## config.mk

```make
export PLATFORM = sky130hd
export DESIGN_NAME = firmware_image_section_packetizer
export DESIGN_NICKNAME = d
export VERILOG_FILES = /design/src/rtl/fwsp_pkg.sv /design/src/rtl/firmware_image_section_packetizer.sv /design/src/rtl/fwsp_core.sv /design/src/rtl/fwsp_out_reg.sv
export SDC_FILE = /design/constraint.sdc
export NUM_CORES = 2
export LEC_CHECK = 0
export BUFFER_PORTS_ARGS = -buffer_cell sky130_fd_sc_hd__buf_2
export CELL_PAD_IN_SITES_DETAIL_PLACEMENT = 1
export CELL_PAD_IN_SITES_GLOBAL_PLACEMENT = 2
export CORE_MARGIN = 2
export CORE_UTILIZATION = 30
export CTS_CLUSTER_DIAMETER = 30
export DETAILED_ROUTE_END_ITERATION = 8
export PLACE_DENSITY_LB_ADDON = 0.1
export SLEW_MARGIN = 20
export SYNTH_ARGS = -nofsm -noshare
export SYNTH_HDL_FRONTEND = slang
export SYNTH_SLANG_ARGS = --single-unit
```

## constraint.sdc

```tcl
create_clock -name aclk -period 12 [get_ports aclk]
set_clock_uncertainty 0.05 [all_clocks]
set_input_delay 1.8 -clock aclk [delete_from_list [all_inputs] [get_ports aclk]]
set_output_delay 1.8 -clock aclk [all_outputs]
set_load 0.005 [all_outputs]
```

## src/rtl/fwsp_pkg.sv

```systemverilog
// Types and constants for the firmware image section packetizer.
// No dependencies; used by the top level, fwsp_core and fwsp_out_reg by scoped names.
package fwsp_pkg;

    typedef enum logic [1:0] {
        PH_HDR  = 2'd0,
        PH_DESC = 2'd1,
        PH_BODY = 2'd2,
        PH_END  = 2'd3
    } phase_t;

    typedef enum logic [1:0] {
        JOB_HDR    = 2'd0,
        JOB_BODY   = 2'd1,
        JOB_BYTE   = 2'd2,
        JOB_STATUS = 2'd3
    } job_kind_t;

    localparam logic [1:0] ST_OK   = 2'd0;
    localparam logic [1:0] ST_LEN  = 2'd1;
    localparam logic [1:0] ST_MANY = 2'd2;

    localparam logic [12:0] CHUNK_RESET = 13'd2020;
    localparam logic [12:0] CHUNK_MAX   = 13'd4096;

    localparam logic [7:0] TXD_FLAG_HDR  = 8'h0C;
    localparam logic [7:0] TXD_FLAG_BODY = 8'h1C;
    localparam logic [7:0] CMD_ID        = 8'h0D;

    // result item handed from the core to the output register
    typedef struct packed {
        logic       byte_valid;
        logic [7:0] out_byte;
        logic       packet_start;
        logic       packet_end;
        logic       run_last;
        logic       done_res;
        logic [1:0] status;
    } res_t;

endpackage

```

## src/rtl/firmware_image_section_packetizer.sv

```systemverilog
// Top level of the firmware image section packetizer.
// Depends on fwsp_pkg, fwsp_core and fwsp_out_reg.
//
//  channel | dir | fields
//  s_      | in  | tdata[7:0] image_byte, tlast image_last
//  m_      | out | tdata: out_byte, packet_start, packet_end, done_res, status;
//          |     | tlast run_last, tuser byte_valid
//  cfg_    | in  | chunk_bytes, written when cfg_wr_en is high
//
// One result leaves per cycle, and an input transfer that causes one result or
// none is taken every cycle, while the output takes them. The header byte that
// completes the fixed header, or a byte that opens a body chunk, holds the input
// until its burst has left: the result sequencer emits it one byte a cycle.
// Reset (aresetn low, synchronous) clears all image state; chunk_bytes -> 2020.
// Output stalls hold the result in the output register and back up the input.
module firmware_image_section_packetizer #(
    parameter int MAX_SECTIONS = 64
) (
    input  logic        aclk,
    input  logic        aresetn,
    input  logic        cfg_wr_en,
    input  logic [12:0] cfg_wr_data,
    input  logic        s_tvalid,
    output logic        s_tready,
    input  logic [7:0]  s_tdata,    // [7:0] image_byte
    input  logic        s_tlast,
    output logic        m_tvalid,
    input  logic        m_tready,
    output logic [15:0] m_tdata,    // [7:0] out_byte, [8] packet_start, [9] packet_end,
                                    // [10] done_res, [12:11] status
    output logic        m_tlast,
    output logic [0:0]  m_tuser     // [0] byte_valid
);

    logic [12:0]    chunk_reg;
    logic [12:0]    chunk_eff;
    logic           res_valid;
    logic           res_ready;
    fwsp_pkg::res_t res;

    // chunk size register
    always_ff @(posedge aclk) begin
        if (!aresetn) chunk_reg <= fwsp_pkg::CHUNK_RESET;
        else if (cfg_wr_en) chunk_reg <= cfg_wr_data;
    end

    // zero acts as one, anything above the limit as the limit
    assign chunk_eff = (chunk_reg == 13'd0) ? 13'd1 :
                       (chunk_reg > fwsp_pkg::CHUNK_MAX) ? fwsp_pkg::CHUNK_MAX : chunk_reg;

    fwsp_core #(
        .MAX_SECTIONS(MAX_SECTIONS)
    ) u_core (
        .aclk      (aclk),
        .aresetn   (aresetn),
        .chunk_eff (chunk_eff),
        .in_valid  (s_tvalid),
        .in_ready  (s_tready),
        .in_byte   (s_tdata),
        .in_last   (s_tlast),
        .res_valid (res_valid),
        .res_ready (res_ready),
        .res       (res)
    );

    fwsp_out_reg u_out (
        .aclk     (aclk),
        .aresetn  (aresetn),
        .in_valid (res_valid),
        .in_ready (res_ready),
        .in_res   (res),
        .m_tvalid (m_tvalid),
        .m_tready (m_tready),
        .m_tdata  (m_tdata),
        .m_tlast  (m_tlast),
        .m_tuser  (m_tuser)
    );

endmodule

```

## src/rtl/fwsp_core.sv

```systemverilog
// Packetizer core: image state, section length store and result sequencer.
// Depends on fwsp_pkg.
module fwsp_core #(
    parameter int MAX_SECTIONS = 64
) (
    input  logic              aclk,
    input  logic              aresetn,
    input  logic [12:0]       chunk_eff,
    input  logic              in_valid,
    output logic              in_ready,
    input  logic [7:0]        in_byte,
    input  logic              in_last,
    output logic              res_valid,
    input  logic              res_ready,
    output fwsp_pkg::res_t    res
);

    localparam int AW = (MAX_SECTIONS > 1) ? $clog2(MAX_SECTIONS) : 1;

    // image state
    fwsp_pkg::phase_t phase_reg, phase_next;
    logic [12:0]   pos_reg, pos_next;
    logic [7:0]    cnt_reg, cnt_next;
    logic [23:0]   dw_reg, dw_next;
    logic [AW:0]   idx_reg, idx_next;
    logic [AW:0]   nz_reg, nz_next;
    logic [24:0]   rem_reg, rem_next;
    logic [12:0]   chk_reg, chk_next;
    logic [1:0]    err_reg, err_next;

    logic [7:0]    hdr_buf [32];
    logic          hdr_we;

    // section length store, non-zero sections only, in order
    logic [24:0]   len_mem [MAX_SECTIONS];
    logic [24:0]   rd_data_reg;
    logic [AW-1:0] rd_addr;
    logic          mem_we;
    logic [24:0]   sz;

    // result job
    logic                  job_valid_reg;
    fwsp_pkg::job_kind_t   job_kind_reg, jk;
    logic [5:0]            job_cnt_reg;
    logic [7:0]            job_byte_reg;
    logic [12:0]           job_plen_reg, jplen;
    logic [12:0]           job_hlen_reg, jhlen;
    logic                  job_end_reg, jend;
    logic                  job_last_reg, jlast;
    logic [1:0]            job_stat_reg, jstat;
    logic                  job_nosec_reg, jnosec;
    logic                  job_load;
    logic                  job_final;

    logic          s_fire;
    logic [11:0]   last_off;
    logic [12:0]   c;
    logic [12:0]   chk_dec;
    logic [AW:0]   idx_inc;
    logic [AW:0]   rd_idx;
    logic [7:0]    hcount;

    assign s_fire   = in_valid && in_ready;
    assign last_off = {cnt_reg, 4'b0} - 12'd1;
    assign idx_inc  = idx_reg + 1'b1;
    assign hcount   = hdr_buf[25];
    // prefetch the length of the section after the one that is current next cycle
    assign rd_idx   = idx_next + 1'b1;
    assign rd_addr  = (phase_next == fwsp_pkg::PH_BODY) ? rd_idx[AW-1:0] : '0;
    assign sz       = {1'b0, dw_reg[23:16], dw_reg[15:8], dw_reg[7:0]}
                      + (in_byte[4] ? 25'd8 : 25'd0);
    assign c        = (rem_reg > {12'b0, chunk_eff}) ? chunk_eff : rem_reg[12:0];

    // step of the image state for one accepted transfer
    always_comb begin
        phase_next = phase_reg;
        pos_next   = pos_reg;
        cnt_next   = cnt_reg;
        dw_next    = dw_reg;
        idx_next   = idx_reg;
        nz_next    = nz_reg;
        rem_next   = rem_reg;
        chk_next   = chk_reg;
        err_next   = err_reg;
        hdr_we     = 1'b0;
        mem_we     = 1'b0;
        job_load   = 1'b0;
        jk         = fwsp_pkg::JOB_STATUS;
        jplen      = '0;
        jhlen      = '0;
        jend       = 1'b0;
        jlast      = 1'b0;
        jstat      = fwsp_pkg::ST_OK;
        jnosec     = 1'b0;
        chk_dec    = '0;
        if (s_fire) begin
            case (phase_reg)
                fwsp_pkg::PH_HDR: begin
                    hdr_we   = 1'b1;
                    pos_next = pos_reg + 13'd1;
                    if (pos_reg == 13'd31) begin
                        cnt_next = hcount;
                        if (hcount > 8'(MAX_SECTIONS)) begin
                            if (err_reg == fwsp_pkg::ST_OK) err_next = fwsp_pkg::ST_MANY;
                            phase_next = fwsp_pkg::PH_END;
                        end else begin
                            job_load   = 1'b1;
                            jk         = fwsp_pkg::JOB_HDR;
                            jhlen      = 13'd32 + {1'b0, hcount, 4'b0};
                            jplen      = 13'd40 + {1'b0, hcount, 4'b0};
                            jnosec     = (hcount == 8'd0);
                            pos_next   = '0;
                            phase_next = (hcount == 8'd0) ? fwsp_pkg::PH_END
                                                          : fwsp_pkg::PH_DESC;
                        end
                    end
                end
                fwsp_pkg::PH_DESC: begin
                    case (pos_reg[3:0])
                        4'd4: dw_next = {16'b0, in_byte};
                        4'd5: dw_next[15:8] = in_byte;
                        4'd6: dw_next[23:16] = in_byte;
                        4'd7: begin
                            if (sz != 25'd0) begin
                                mem_we  = 1'b1;
                                nz_next = nz_reg + 1'b1;
                            end
                        end
                        default: ;
                    endcase
                    job_load = 1'b1;
                    jk       = fwsp_pkg::JOB_BYTE;
                    jend     = (pos_reg == {1'b0, last_off});
                    pos_next = pos_reg + 13'd1;
                    if (jend) begin
                        if (nz_reg == '0) begin
                            phase_next = fwsp_pkg::PH_END;
                        end else begin
                            phase_next = fwsp_pkg::PH_BODY;
                            idx_next   = '0;
                            rem_next   = rd_data_reg;
                            chk_next   = '0;
                        end
                    end
                end
                fwsp_pkg::PH_BODY: begin
                    job_load = 1'b1;
                    if (chk_reg == 13'd0) begin
                        jk       = fwsp_pkg::JOB_BODY;
                        jplen    = 13'd8 + c;
                        chk_dec  = c - 13'd1;
                        rem_next = rem_reg - {12'b0, c};
                    end else begin
                        jk      = fwsp_pkg::JOB_BYTE;
                        chk_dec = chk_reg - 13'd1;
                    end
                    chk_next = chk_dec;
                    jend     = (chk_dec == 13'd0);
                    if (jend && rem_next == 25'd0) begin
                        if (idx_inc >= nz_reg) begin
                            phase_next = fwsp_pkg::PH_END;
                        end else begin
                            idx_next = idx_inc;
                            rem_next = rd_data_reg;
                            chk_next = '0;
                        end
                    end
                end
                default: begin
                    if (err_reg == fwsp_pkg::ST_OK) err_next = fwsp_pkg::ST_LEN;
                end
            endcase
            // end of image: status and clear
            if (in_last) begin
                if (phase_next != fwsp_pkg::PH_END && err_next == fwsp_pkg::ST_OK)
                    err_next = fwsp_pkg::ST_LEN;
                if (!job_load) begin
                    job_load = 1'b1;
                    jk       = fwsp_pkg::JOB_STATUS;
                end
                jlast      = 1'b1;
                jstat      = err_next;
                phase_next = fwsp_pkg::PH_HDR;
                pos_next   = '0;
                cnt_next   = '0;
                dw_next    = '0;
                idx_next   = '0;
                nz_next    = '0;
                rem_next   = '0;
                chk_next   = '0;
                err_next   = fwsp_pkg::ST_OK;
            end
        end
    end

    // state registers
    always_ff @(posedge aclk) begin
        if (!aresetn) begin
            phase_reg <= fwsp_pkg::PH_HDR;
            pos_reg   <= '0;
            cnt_reg   <= '0;
            dw_reg    <= '0;
            idx_reg   <= '0;
            nz_reg    <= '0;
            rem_reg   <= '0;
            chk_reg   <= '0;
            err_reg   <= fwsp_pkg::ST_OK;
        end else begin
            phase_reg <= phase_next;
            pos_reg   <= pos_next;
            cnt_reg   <= cnt_next;
            dw_reg    <= dw_next;
            idx_reg   <= idx_next;
            nz_reg    <= nz_next;
            rem_reg   <= rem_next;
            chk_reg   <= chk_next;
            err_reg   <= err_next;
        end
    end

    // header buffer and length store
    always_ff @(posedge aclk) begin
        if (hdr_we) hdr_buf[pos_reg[4:0]] <= in_byte;
        if (mem_we) len_mem[nz_reg[AW-1:0]] <= sz;
        rd_data_reg <= len_mem[rd_addr];
    end

    assign job_final = (job_kind_reg == fwsp_pkg::JOB_HDR)  ? (job_cnt_reg == 6'd63) :
                       (job_kind_reg == fwsp_pkg::JOB_BODY) ? (job_cnt_reg == 6'd32) :
                       1'b1;
    assign res_valid = job_valid_reg;
    assign in_ready  = !job_valid_reg || (job_final && res_ready);

    // job register: one result per cycle while the output side takes them
    always_ff @(posedge aclk) begin
        if (!aresetn) begin
            job_valid_reg <= 1'b0;
            job_cnt_reg   <= '0;
        end else if (job_load) begin
            job_valid_reg <= 1'b1;
            job_cnt_reg   <= '0;
        end else if (job_valid_reg && res_ready) begin
            if (job_final) job_valid_reg <= 1'b0;
            job_cnt_reg <= job_cnt_reg + 6'd1;
        end
    end

    always_ff @(posedge aclk) begin
        if (job_load) begin
            job_kind_reg  <= jk;
            job_byte_reg  <= in_byte;
            job_plen_reg  <= jplen;
            job_hlen_reg  <= jhlen;
            job_end_reg   <= jend;
            job_last_reg  <= jlast;
            job_stat_reg  <= jstat;
            job_nosec_reg <= jnosec;
        end
    end

    // byte of the current result
    always_comb begin
        res = '0;
        res.byte_valid = (job_kind_reg != fwsp_pkg::JOB_STATUS);
        case (job_kind_reg)
            fwsp_pkg::JOB_HDR, fwsp_pkg::JOB_BODY: begin
                if (job_cnt_reg < 6'd24) begin
                    res.packet_start = (job_cnt_reg == 6'd0);
                    if (job_cnt_reg == 6'd2)
                        res.out_byte = (job_kind_reg == fwsp_pkg::JOB_BODY)
                                       ? fwsp_pkg::TXD_FLAG_BODY : fwsp_pkg::TXD_FLAG_HDR;
                    else if (job_cnt_reg == 6'd8)
                        res.out_byte = job_plen_reg[7:0];
                    else if (job_cnt_reg == 6'd9)
                        res.out_byte = {3'b0, job_plen_reg[12:8]};
                end else if (job_kind_reg == fwsp_pkg::JOB_BODY) begin
                    if (job_cnt_reg == 6'd32) begin
                        res.out_byte   = job_byte_reg;
                        res.packet_end = job_end_reg;
                    end
                end else if (job_cnt_reg < 6'd32) begin
                    // command header
                    if (job_cnt_reg == 6'd24) res.out_byte = fwsp_pkg::CMD_ID;
                    else if (job_cnt_reg == 6'd28) res.out_byte = job_hlen_reg[7:0];
                    else if (job_cnt_reg == 6'd29) res.out_byte = {3'b0, job_hlen_reg[12:8]};
                end else begin
                    // fixed header, dword 7 low half patched to the chunk size
                    if (job_cnt_reg[4:0] == 5'd28) res.out_byte = chunk_eff[7:0];
                    else if (job_cnt_reg[4:0] == 5'd29) res.out_byte = {3'b0, chunk_eff[12:8]};
                    else res.out_byte = hdr_buf[job_cnt_reg[4:0]];
                    res.packet_end = (job_cnt_reg == 6'd63) && job_nosec_reg;
                end
            end
            fwsp_pkg::JOB_BYTE: begin
                res.out_byte   = job_byte_reg;
                res.packet_end = job_end_reg;
            end
            default: ;
        endcase
        res.run_last = job_final;
        res.done_res = job_final && job_last_reg;
        res.status   = (job_final && job_last_reg) ? job_stat_reg : fwsp_pkg::ST_OK;
    end

endmodule

```

## src/rtl/fwsp_out_reg.sv

```systemverilog
// Output register: holds one result and packs it onto the master stream.
// Depends on fwsp_pkg.
module fwsp_out_reg (
    input  logic            aclk,
    input  logic            aresetn,
    input  logic            in_valid,
    output logic            in_ready,
    input  fwsp_pkg::res_t  in_res,
    output logic            m_tvalid,
    input  logic            m_tready,
    output logic [15:0]     m_tdata,
    output logic            m_tlast,
    output logic [0:0]      m_tuser
);

    logic           valid_reg;
    fwsp_pkg::res_t data_reg;

    assign in_ready = !valid_reg || m_tready;

    always_ff @(posedge aclk) begin
        if (!aresetn) valid_reg <= 1'b0;
        else if (in_ready) valid_reg <= in_valid;
    end

    always_ff @(posedge aclk) begin
        if (in_ready && in_valid) data_reg <= in_res;
    end

    // field packing
    assign m_tvalid = valid_reg;
    assign m_tdata  = {3'b0, data_reg.status, data_reg.done_res, data_reg.packet_end,
                       data_reg.packet_start, data_reg.out_byte};
    assign m_tlast  = data_reg.run_last;
    assign m_tuser  = data_reg.byte_valid;

endmodule

```

; Word-level counts from Yosys, hierarchy flattened
; Memories as Yosys holds them, arrays and structs flattened. A register that Yosys moved wholly into a read port is not among the register bits.
; Index checks and enable logic that the tools add are counted.
[totals]
word_cells = 251
mem_bits_rw = 1856
mem_count = 2
regBits = 178
[mem_list]
columns = memory, depth, word_bits, rd, rd_ports_with_merged_regs, write_ports, line_no
row1 = u_core.len_mem, 64, 25, 1, 1, 1, fwsp_core.sv:35  ; logic [24:0] len_mem [MAX_SECTIONS];
row2 = u_core.hdr_buf, 32, 8, 2, 1, 1, fwsp_core.sv:31  ; logic [7:0] hdr_buf [32];
[classes]
mux = 119
reduce_logical = 50
magnitude_cmp = 6
bitwise_logic = 5
add_sub_neg = 13
n_eq_ne = 25
[ops]
columns = operator, count
row1 = 13-bit two-way mux, 17
row2 = 25-bit two-way mux, 8
row3 = 8-bit two-way mux, 14
row4 = 13-bit one-hot mux with 2 select lines, 3
row5 = 7-bit two-way mux, 10
row6 = 25-bit one-hot mux with 2 select lines, 1
row7 = 24-bit two-way mux, 2
row8 = 8-bit one-hot mux with 2 select lines, 3
row9 = 2-bit two-way mux, 20
row10 = 13-bit logical NOT, 3
row11 = 1-bit two-way mux, 27
row12 = "6-bit by 12-bit adder with 13-bit output, first input constant", 2
row13 = "13-bit by 1-bit subtractor with 13-bit output, second input constant", 2
row14 = 24-bit by 25-bit adder with 25-bit output, 1
row15 = 25-bit by 13-bit > comparator with 1-bit output, 1
row16 = 25-bit logical NOT, 1
row17 = 5-bit two-way mux, 5
row18 = 25-bit nonzero test, 1
row19 = 25-bit by 13-bit subtractor with 25-bit output, 1
row20 = "6-bit by 5-bit equality test with 1-bit output, second input constant", 3
row21 = "4-bit by 3-bit equality test with 1-bit output, second input constant", 4
row22 = 2-bit nonzero test, 8
row23 = "7-bit by 1-bit adder with 7-bit output, second input constant", 2
row24 = 7-bit one-hot mux with 2 select lines, 1
row25 = other kinds (40), 78

; Depth between registers and ports, before layout
[depth]
ltp_word = 18
mapped_depth = 47
depth_no_buf = 36

; Modules after synthesis
; A second synthesis with hierarchy kept.
[hier_totals]
cells_unflattened = 6407
area_unflattened_um2 = 86336.6
[by_module_without_submodules]
columns = mod, area_each_um2, cells_per_inst, instances
row1 = fwsp_core, 85203.0, 6323, 1
row2 = firmware_image_section_packetizer, 599.3, 60, 1
row3 = fwsp_out_reg, 534.3, 24, 1

; Least setup slack after synthesis
; Ideal clock, no wire load.
[synth_timing]
kind = register to register
startpoint = reg chunk_reg[12]
endpoint = reg u_core.rd_data_reg[19] (read register of u_core.len_mem)
stages_incl_launch_ff = 42
setup_slack_ns = 2.199
arrival_ns = 9.631
n_path_buf = 13
path_cell_list = dfxtp_1 -> clkbuf_1 -> nor2b_1 -> inv_1 -> ha_1 -> a41oi_1 -> o21ai_0 -> a2111o_1 -> o21ai_1 -> clkbuf_1 -> clkbuf_1 -> nor2_1 -> a21oi_1 -> ha_1 -> clkbuf_1 -> and3_1 -> maj3_1 -> o211a_2 -> [6 not listed] -> o311a_1 -> nor2_4 -> inv_2 -> buf_2 -> buf_2 -> clkbuf_1 -> clkbuf_1 -> ha_1 -> and2_1 -> buf_2 -> clkbuf_1 -> clkbuf_1 -> clkbuf_1 -> nand3_1 -> nand3_1 -> nand3_1 -> a21oi_1 -> nor3_1
[synth_between]
word_cells_on_any_way = 29
classes_between = add/sub (3) / order compare (2) / eq/ne (1) / mux (19) / reduce/logical (4)
[synth_rtl]
columns = item, line_no
row1 = start: declaration, firmware_image_section_packetizer.sv:35  ; logic [12:0] chunk_reg;
row2 = start signal: assignment, firmware_image_section_packetizer.sv:43  ; if (!aresetn) chunk_reg <= fwsp_pkg::CHUNK_RESET;
row3 = start signal: assignment, firmware_image_section_packetizer.sv:44  ; else if (cfg_wr_en) chunk_reg <= cfg_wr_data;
row4 = 13-bit > comparator, firmware_image_section_packetizer.sv:49  ; (chunk_reg > fwsp_pkg::CHUNK_MAX) ? fwsp_pkg::CHUNK_MAX : chunk_reg;
row5 = 13-bit two-way mux, firmware_image_section_packetizer.sv:49
row6 = 13-bit two-way mux (*), firmware_image_section_packetizer.sv:48  ; assign chunk_eff = (chunk_reg == 13'd0) ? 13'd1 :
row7 = 25-bit by 13-bit > comparator with 1-bit output, fwsp_core.sv:72  ; assign c = (rem_reg > {12'b0, chunk_eff}) ? chunk_eff : rem_reg[12:0];
row8 = 13-bit two-way mux (*), fwsp_core.sv:72
row9 = 25-bit by 13-bit subtractor with 25-bit output or 13-bit by 1-bit subtractor with 13-bit output (tied branches), "fwsp_core.sv:152, fwsp_core.sv:151"
row10 = 25-bit two-way mux or 13-bit two-way mux (tied branches), fwsp_core.sv:148  ; if (chk_reg == 13'd0) begin
row11 = 25-bit two-way mux or 13-bit two-way mux (tied branches), fwsp_core.sv:97  ; case (phase_reg)
row12 = [2 not listed], --
row13 = 1-bit logical AND (*), fwsp_core.sv:159  ; if (jend && rem_next == 25'd0) begin
row14 = 7-bit two-way mux (*), fwsp_core.sv:159
row15 = 7-bit one-hot mux with 2 select lines (*), fwsp_core.sv:97
row16 = 7-bit two-way mux (*), fwsp_core.sv:174  ; if (in_last) begin
row17 = 7-bit two-way mux (*), fwsp_core.sv:96  ; if (s_fire) begin
row18 = net u_core.idx_next[0], fwsp_core.sv:25  ; logic [AW:0] idx_reg, idx_next;
row19 = 6-bit by 1-bit adder with 6-bit output (*), fwsp_core.sv:68  ; assign rd_idx = idx_next + 1'b1;
row20 = 6-bit two-way mux (*), fwsp_core.sv:69  ; assign rd_addr = (phase_next == fwsp_pkg::PH_BODY) ? rd_idx[AW-1:0] : '0;
row21 = end: declaration, fwsp_core.sv:36  ; logic [24:0] rd_data_reg;
; Mark *: on every way through the listed nets, which the timed path passes. The rest lies on a longest branch. The select of a mux whose other input is x is not followed.
; A chain may end at the register's enable or synchronous reset.

; Worst setup path in the final report
[layout_timing]
startpoint = reg chunk_reg[12]
endpoint = reg u_core.rd_data_reg[16] (read register of u_core.len_mem)
[layout_between]
elab_chain_cells = 18
word_cells_on_any_way = 29
classes_between = add/sub (3) / order compare (2) / eq/ne (1) / mux (19) / reduce/logical (4)
[layout_lines]
columns = item, line_no
row1 = 13-bit > comparator, firmware_image_section_packetizer.sv:49
row2 = 13-bit two-way mux, firmware_image_section_packetizer.sv:49
row3 = 13-bit two-way mux (*), firmware_image_section_packetizer.sv:48
row4 = 25-bit by 13-bit > comparator with 1-bit output, fwsp_core.sv:72
row5 = 13-bit two-way mux (*), fwsp_core.sv:72
row6 = 25-bit by 13-bit subtractor with 25-bit output or 13-bit by 1-bit subtractor with 13-bit output (tied branches), "fwsp_core.sv:152, fwsp_core.sv:151"
row7 = 25-bit two-way mux or 13-bit two-way mux (tied branches), fwsp_core.sv:148
row8 = 25-bit two-way mux or 13-bit two-way mux (tied branches), fwsp_core.sv:97
row9 = 25-bit two-way mux or 13-bit two-way mux (tied branches), fwsp_core.sv:96
row10 = 25-bit logical NOT or 13-bit logical NOT (tied branches), "fwsp_core.sv:159, fwsp_core.sv:158"
row11 = 1-bit logical AND (*), fwsp_core.sv:159
row12 = "parallel branches: the longest is 6 deep, another holds 6-bit by 1-bit adder with 6-bit output", --
row13 = 6-bit two-way mux (*), fwsp_core.sv:69
; Mark *: on every way between the ends. The select of a mux whose other input is x is not followed.

==> results.cfg <==
[global_routing]
antenna_found_initial = 16
overflow = 0
grt_pass1_wl_mm = 474.0
grt_use_met3_pct = 3.522
grt_use_met1_pct = 29.73
grt_max_degree = 125
use_met2_pct = 37.68
grt_pass1_vias = 62490
track_usage_pct = 22.33
busiest_layer = met2

[die]
rows = 197
die_area_sq_um = 293400
die_h_um = 541.7
core_sq_um = 287900
initial_utilization_pct = 30.13
io_pins = 47
die_x_um = 541.7

[power]
p_per_area_nw_per_um2 = 196.0
p_leak_nw = 38.57
peakVddDrop_mv = 0.1383
power_mw = 21.78

[timing]
fmax_mhz = 89.78
finalMaxSlewViolations = 0
finalSetupViolCount = 0
tns_ps = 0
tightest_slew_ps = 1125
fin_crit_ps = 11140
rsz0062_at_grt = no
fin_crit_sh_pct = 92.82
final-hold-violation-count = 0
maxSlewHeadroom_pct = 24.81

[clock_tree]
cts_resized = 0
cts_hold_buf = 0
postCtsSetupRepairBufs = 0
clock_latency_ps = 1010
cts_tree = yes
root_buffer = clkbuf_16
ctsHtreeMaxLevel = 6
clock_path_buffers = 4
cts_sinks = 2060
cts_buffers = 544
clk_pin_slew_ps = 40

[synthesis]
ys_warn_count = 0
synth_edf_count = 1908
yosysSeqAreaShare_pct = 69.57
synth.top_cell.area_share_pct = 66.06
synthDistinctLibCells = 114
syn_area_sq_um = 86730
syn_area_per_cell_sq_um = 13.23
synth_cells = 6555
yosys.area.top_type = edfxtp_1
synth_seq_cells = 2060
synth_area_leaders = edfxtp_1 (66%), nand2_1 (5.0%), dfxtp_1 (3.5%)
synthFlopType = edfxtp_1
async_flop_share_pct = 0

[cells_and_area]
finalCoreUtilization_pct = 38.59
largest_register_ffs = 1600
syn_to_final_growth_pct = 28.09
drive_gt1_share_pct = 18.58
nets = 7095
instances_no_fill = 11250
final_cell_mix = edfxtp_1 (1,908), nand2_1 (1,151), clkbuf_16 (549), nand3_1 (384), a21oi_1 (304)
final_common_cell = edfxtp_1

[route]
num_vias = 59290
routed_via_density = 5.272
drtAntennaViolNets = 0
wl_per_cell_um = 29.62
first_pass_iters = 7
drtIter0Drc = 4085
drc = 0
drt-total-wl_mm = 333.1

[placed_design]
place_inst = 10250
dp_hpwl_mm = 196.7
portBuffers = 43
gp_congestion = 0.8167

[setup_path]
crit_path_frequent_cell = a21oi_1
worst_setup_path_end_kind = flop
critPathKind = reg -> reg
slowest_stage = a2111o_1
required_ps = 12860
path_max_fanout = 31
arrival_ps = 12000
critPathLaunchType = flop
critical_path.max_stage_delay_ps = 720

[run_status]
status = finished clean

[job]
maxCapViolCount = 0

[min_path]
hold_class = reg -> reg
==> per-stage QoR <==
stage,hold WS [ps],setup slack (ps),instance area (sq um)
after floorplan,416.0,2199,86750
after global placement,430.7,433.9,93120
after detailed placement,450.2,528.8,93410
after CTS,453.0,547.1,111000
after global routing,493.2,41.34,111100
final,453.5,861.7,111100
==> layer usage <==
| layer | share of wire, % | vias up |
|---|---|---|
| li1 | - | 26160 |
| met1 | 45 | 31160 |
| met2 | 48 | 1508 |
| met3 | 4.6 | 458 |
| met4 | 2.3 | 6 |
| met5 | 0.012 | - |
==> final cells by class <==
class                           count  area, sq um
Antenna cell                       12        30.03
Sequential cell                  2060        60350
Inverter                           57        221.5
Clock buffer                      682        14450
Timing Repair Buffer              338         2965
Multi-Input combinational cell   4015        25210
Fill cell                       29480       176800
Clock inverter                    302         3146
Tap cell                         3781         4731
==> where the power goes <==
group	internal (mW)	leakage (nW)	switching (mW)
Sequential	7.79	18.7	0.0109
Clock	9.38	8.57	4.44
Combinational	0.0487	11.3	0.112
==> synth_stat cells, types with 22 or more instances <==
cell type	number
edfxtp_1	1908
nor3_1	144
mux2i_1	210
nor4_1	23
nand3_1	385
o211ai_1	69
nor2_1	316
and2_1	45
buf_2	150
buf_1	63
o21ai_0	159
inv_1	53
ha_1	51
a21oi_1	305
or3_1	61
o22ai_1	27
xor2_1	40
mux4_2	80
dfxtp_1	152
a31oi_1	128
nand2_1	1152
a22oi_1	49
and3_1	53
a221oi_1	78
a32oi_1	63
clkbuf_1	202
xnor2_1	41
a211oi_1	47
a311oi_1	22
nor2b_1	83
nand4_1	39
==> final timing paths <==
check,startpoint,to,slack (ps),depth (start not counted)
max,chunk_reg[12]$_SDFFE_PN0P_,u_core.rd_data_reg[16]$_DFF_P_,860,35
min,u_core.pos_reg[7]$_SDFFE_PN0P_,u_core.pos_reg[7]$_SDFFE_PN0P_,450,2
max reg2reg,chunk_reg[12]$_SDFFE_PN0P_,u_core.rd_data_reg[16]$_DFF_P_,860,35
min reg2reg,u_core.pos_reg[7]$_SDFFE_PN0P_,u_core.pos_reg[7]$_SDFFE_PN0P_,450,2
==> cells by family after synthesis <==
group	count (synthesis)	share of synthesized area (%)
AO/OA/AOI/OAI	1172	9.230
XOR/XNOR	81	0.8179
adder cells (fa/ha/maj)	54	0.7819
buffers and inverters	484	2.380
flip-flops	2060	69.57
multiplexers	300	4.631
other	1	0.004324
AND/OR/NAND/NOR	2403	12.59
==> worst max-delay path, delay by kind of cell, from the launching register on <==
family / cells / cell delay (ps)
DFF: 1 / 470
buffers and inverters: 7 / 1800
AOI/OAI and AO/OA: 17 / 5710
adders and majority gates: 3 / 1210
and+or+nand+nor: 8 / 1780
(Power assumes the default switching activity.)
